--- config.mk ---
export PLATFORM = sky130hd
export DESIGN_NAME = mse_ctrl
export DESIGN_NICKNAME = d
export VERILOG_FILES = /design/src/hdl/merge_sort_engine_assert.svh /design/src/hdl/mse_pkg.sv /design/src/hdl/mse_ctrl.sv
export SDC_FILE = /design/constraint.sdc
export NUM_CORES = 1
export LEC_CHECK = 0
export BUFFER_PORTS_ARGS = -buffer_cell sky130_fd_sc_hd__buf_2
export CORE_AREA = 5 5 42 44
export DETAILED_ROUTE_END_ITERATION = 10
export DIE_AREA = 0 0 47 49
export PLACE_DENSITY = 0.44
export SYNTH_ARGS = -nofsm -noshare
export SYNTH_HDL_FRONTEND = slang
export SYNTH_SLANG_ARGS = --single-unit
--- constraint.sdc ---
create_clock -name clk -period 1.7 [get_ports clk]
set_clock_uncertainty 0.15 [all_clocks]
set_input_delay 0.17 -clock clk [delete_from_list [all_inputs] [get_ports clk]]
set_output_delay 0.17 -clock clk [all_outputs]
set_load 0.02 [all_outputs]
--- src/hdl/merge_sort_engine_assert.svh ---
// ----------------------------------------------------------------------------
// merge_sort_engine_assert
// assertion macros shared by the merge sort engine
// ----------------------------------------------------------------------------
`ifndef MERGE_SORT_ENGINE_ASSERT_SVH
`define MERGE_SORT_ENGINE_ASSERT_SVH

// same-cycle implication
`define MSE_ASSERT_SAME(label, ante, cons) \
  label: assert property (@(posedge clk) disable iff (rst) (ante) |-> (cons)) \
    else $error("merge sort engine assertion failed");

// next-cycle implication
`define MSE_ASSERT_NEXT(label, ante, cons) \
  label: assert property (@(posedge clk) disable iff (rst) (ante) |=> (cons)) \
    else $error("merge sort engine assertion failed");

`endif

--- src/hdl/mse_pkg.sv ---
// ----------------------------------------------------------------------------
// mse_pkg
// types and constants of the merge sort engine
// ----------------------------------------------------------------------------
package mse_pkg;

  localparam int VAL_W = 32;

  typedef struct packed {
    logic signed [VAL_W-1:0] value;
    logic                    last;
  } in_t;

  typedef struct packed {
    logic signed [VAL_W-1:0] sorted_value;
    logic                    final_res;
    logic                    overflow;
  } res_t;

  typedef enum logic [2:0] {
    S_IDLE,
    S_PASS,
    S_RUN,
    S_MRG_RD,
    S_MRG_WR,
    S_OUT
  } ctrl_state_t;

  typedef struct packed {
    logic load;
    logic pass_init;
    logic run_init;
    logic run_setup;
    logic merge_wr;
    logic pass_next;
    logic out_init;
    logic out_rd;
    logic clear;
  } cmd_t;

  typedef struct packed {
    logic pass_done;
    logic runs_done;
    logic run_last;
    logic out_last;
  } sts_t;

endpackage

--- src/hdl/mse_ctrl.sv ---
// ----------------------------------------------------------------------------
// mse_ctrl
// sequencer for load, merge passes and readout of the merge sort engine
// ----------------------------------------------------------------------------
module mse_ctrl (
  input  logic          clk,
  input  logic          rst,
  input  logic          start,
  input  logic          last,
  input  mse_pkg::sts_t sts,
  output mse_pkg::cmd_t cmd,
  output logic          busy
);

  mse_pkg::ctrl_state_t state, state_next;

  always_ff @(posedge clk) begin
    if (rst) begin
      state <= mse_pkg::S_IDLE;
    end else begin
      state <= state_next;
    end
  end

  always_comb begin
    state_next = state;
    cmd        = '0;
    busy       = 1'b1;
    unique case (state)
      mse_pkg::S_IDLE: begin
        busy = 1'b0;
        if (start) begin
          cmd.load = 1'b1;
          if (last) begin
            cmd.pass_init = 1'b1;
            state_next    = mse_pkg::S_PASS;
          end
        end
      end
      mse_pkg::S_PASS: begin
        if (sts.pass_done) begin
          cmd.out_init = 1'b1;
          state_next   = mse_pkg::S_OUT;
        end else begin
          cmd.run_init = 1'b1;
          state_next   = mse_pkg::S_RUN;
        end
      end
      mse_pkg::S_RUN: begin
        if (sts.runs_done) begin
          cmd.pass_next = 1'b1;
          state_next    = mse_pkg::S_PASS;
        end else begin
          cmd.run_setup = 1'b1;
          state_next    = mse_pkg::S_MRG_RD;
        end
      end
      mse_pkg::S_MRG_RD: begin
        state_next = mse_pkg::S_MRG_WR;
      end
      mse_pkg::S_MRG_WR: begin
        cmd.merge_wr = 1'b1;
        state_next   = sts.run_last ? mse_pkg::S_RUN : mse_pkg::S_MRG_RD;
      end
      mse_pkg::S_OUT: begin
        cmd.out_rd = 1'b1;
        if (sts.out_last) begin
          cmd.clear  = 1'b1;
          state_next = mse_pkg::S_IDLE;
        end
      end
      default: begin
        state_next = mse_pkg::S_IDLE;
      end
    endcase
  end

endmodule
==> out/results.tsv <==
metric	value	unit
status	finished clean	
final_common_cell	buf_2	
netSwitchingPower	0.000129	W
crit_type	reg2out	
fin_setup_tns	0	ns
crit_path_start	state[0]$_SDFFE_PP0P_	
r2r_start	state[1]$_SDFFE_PP0P_	
cts_root_buf	clkbuf_4	
worst_slew_pin_slew	0.443	ns
antenna_found_initial	0	
cts_buffer_depth	2	
largest_register	state	
insertion_delay	0.24	ns
diodes	0	
grt_pass1_vias	304	
initial_core_util	20.3	%
fin_crit_sh	93.0	%
final_nets	63	
r2r_cells	2	
core_region_area	1400	um^2
pwr-share-seq	29.8	%
gr-total-overflow	0	
drc_errors	0	
p_leak	0.201	nW
power.share.combinational	34.2	%
die_w	47	um
htreeDepth	1	
grt_max_degree	13	
p_int	0.000224	W
setup_ws	0.119	ns
synth_cells	35	
slew_headroom	69.7	%
fin_crit	1.58	ns
rsz0062_at_grt	no	
hpwl	589	um
crit_path_end	cmd[7]	
wl_met1	335	um
maxSlewViolCount	0	
place_congestion	0.684	
syn-num-nets	43	
r2r-end	state[0]$_SDFFE_PP0P_	
dieArea	2300	um^2
grt_first_pass_wirelength	1260	um
route.met3.wl	63	um
crit_path_end_kind	output pin	
pwr-share-clk	36.0	%
cts_tree	done	
cts_setup_buffers	0	
clock.fmax	632	MHz
total_power	0.000353	W
die_h	49	um
crit_path_start_kind	flip-flop	
final_cell_mix	17 x buf_2, 5 x nor2_1	
avgViaCountPerCell	4.59	
synth_area_per_cell	8.11	um^2
synth_seq_cells	3	
largest_reg_flops	3	
clk_pin_slew	0.04	ns
rrSetupSlack	0.48	ns
io_buffers	17	
num_rows	14	
p_sw_share	36.6	%
synth.distinct_cells	21	
clock-sinks	3	
wl_met2	368	um
first_pass_iters	4	
vias	321	
antenna_left	0	
cp_data_required_time	1.38	ns
fin_cells	70	
dr.max_layer_used	met3	
grt_usage	7.67	%
vdd_drop_max	0.000375	V
drive_gt1_share	53.7	%
routed_wire_length_per_instance	11.0	um
power.density	883	nW/um^2
area_delta_synth_final	40.5	%
syn_area	284	um^2
hold_start	sts[0]	
maxCapViolCount	0	
nFillCells	167	
hold_class	in2reg	
hold_violations	0	
fin_util	28.5	%
synth_seq_area_share	21.1	%
critPathMaxFanout	11	
drt_iter0_markers	3	
setup_viol	0	
cts_buffers	3	
reg_top3	state x3	
dp_slack	0.260	ns
ios	18	
drt-total-wl	767	um
ys_warn_count	0	
worstPathArrival	1.26	ns
dp.cells	65	
-- worst min-delay path by stage --
| stage | end | slack (ns) | cells after the start |
|---|---|---|---|
| after detailed placement | state[2]$_SDFFE_PP0P_ | 0.22 | 2 |
| after global placement | state[2]$_SDFFE_PP0P_ | 0.22 | 2 |
| after global routing | state[0]$_SDFFE_PP0P_ | 0.09 | 4 |
| after floorplan | state[2]$_SDFFE_PP0P_ | 0.1 | 1 |
| final | state[0]$_SDFFE_PP0P_ | 0.08 | 4 |
| after CTS | state[0]$_SDFFE_PP0P_ | 0.08 | 4 |
-- Yosys cell counts --
cell type  instances  share of area [%]
a2111oi_0          1                3.1
a21oi_1            3                5.3
and2_1             1                2.2
and3_1             1                2.2
and3_2             1                2.6
buf_4              1                2.6
buf_6              2                7.9
dfxtp_1            3                 21
inv_1              3                4.0
inv_2              1                1.3
nand2_1            3                4.0
nor2_1             5                6.6
nor3b_1            2                5.3
nor4_4             1                7.5
nor4b_1            1                3.1
nor4b_2            1                5.3
o21ai_0            1                1.8
o22ai_2            1                4.4
o31a_1             1                3.1
o31ai_1            1                2.6
or3_4              1                4.0
-- per-stage QoR --
stage	hold slack (ns)	area (um^2)
floorplan	0.0961	284
global placement	0.219	359
detailed placement	0.221	359
CTS	0.0774	395
global route	0.0905	399
finish	0.0799	399
-- repair_timing --
| action | 4_1_cts | 5_1_grt |
|---|---|---|
| endpoints found under the hold margin | 1 | 0 |
| gates resized for setup | 0 | 3 |
| setup endpoints to repair | 0 | 5 |
| hold buffers | 1 | 0 |
-- critical path, cell delays in order (launching register included) --
cell     delay (ns)
dfxtp_2        0.37
or3_4          0.39
nor2_1         0.10
buf_2          0.16
-- power by group through the flow --
stage,clock network (W),logic (W),registers [W]
floorplan,0,0.000112,0.0000833
global placement,0,0.000121,0.000104
detailed placement,0,0.000120,0.000104
CTS,0.000134,0.000123,0.000103
global route,0.000140,0.000131,0.000107
finish,0.000127,0.000121,0.000105
-- layer usage --
layer  vias to the layer above  global-route usage, %
li1                        163                      -
met3                         0                   1.11
met4                         0                   8.29
met2                        16                   9.50
met1                       142                   10.1
met5                         -                      0
-- kinds of logic (layout without fill, tap and decap cells) --
family | Yosys count | in the layout | share of synthesized area [%]
buffers and inverters | 7 | 26 | 15.9
flip-flops | 3 | 3 | 21.1
AND/OR/NAND/NOR | 17 | 17 | 42.7
AO/OA/AOI/OAI | 8 | 8 | 20.3
-- final cells by class --
class	instances	area [um^2]	share of cell area (%)
multi-input cells	25	179	44.8
repair buffers	18	95.1	23.8
flip-flops and latches	3	63.8	16.0
clock buffers	4	26.3	6.58
well taps	16	20.0	5.02
inverters	4	15.0	3.76
Power figures use the tool's default switching activity.
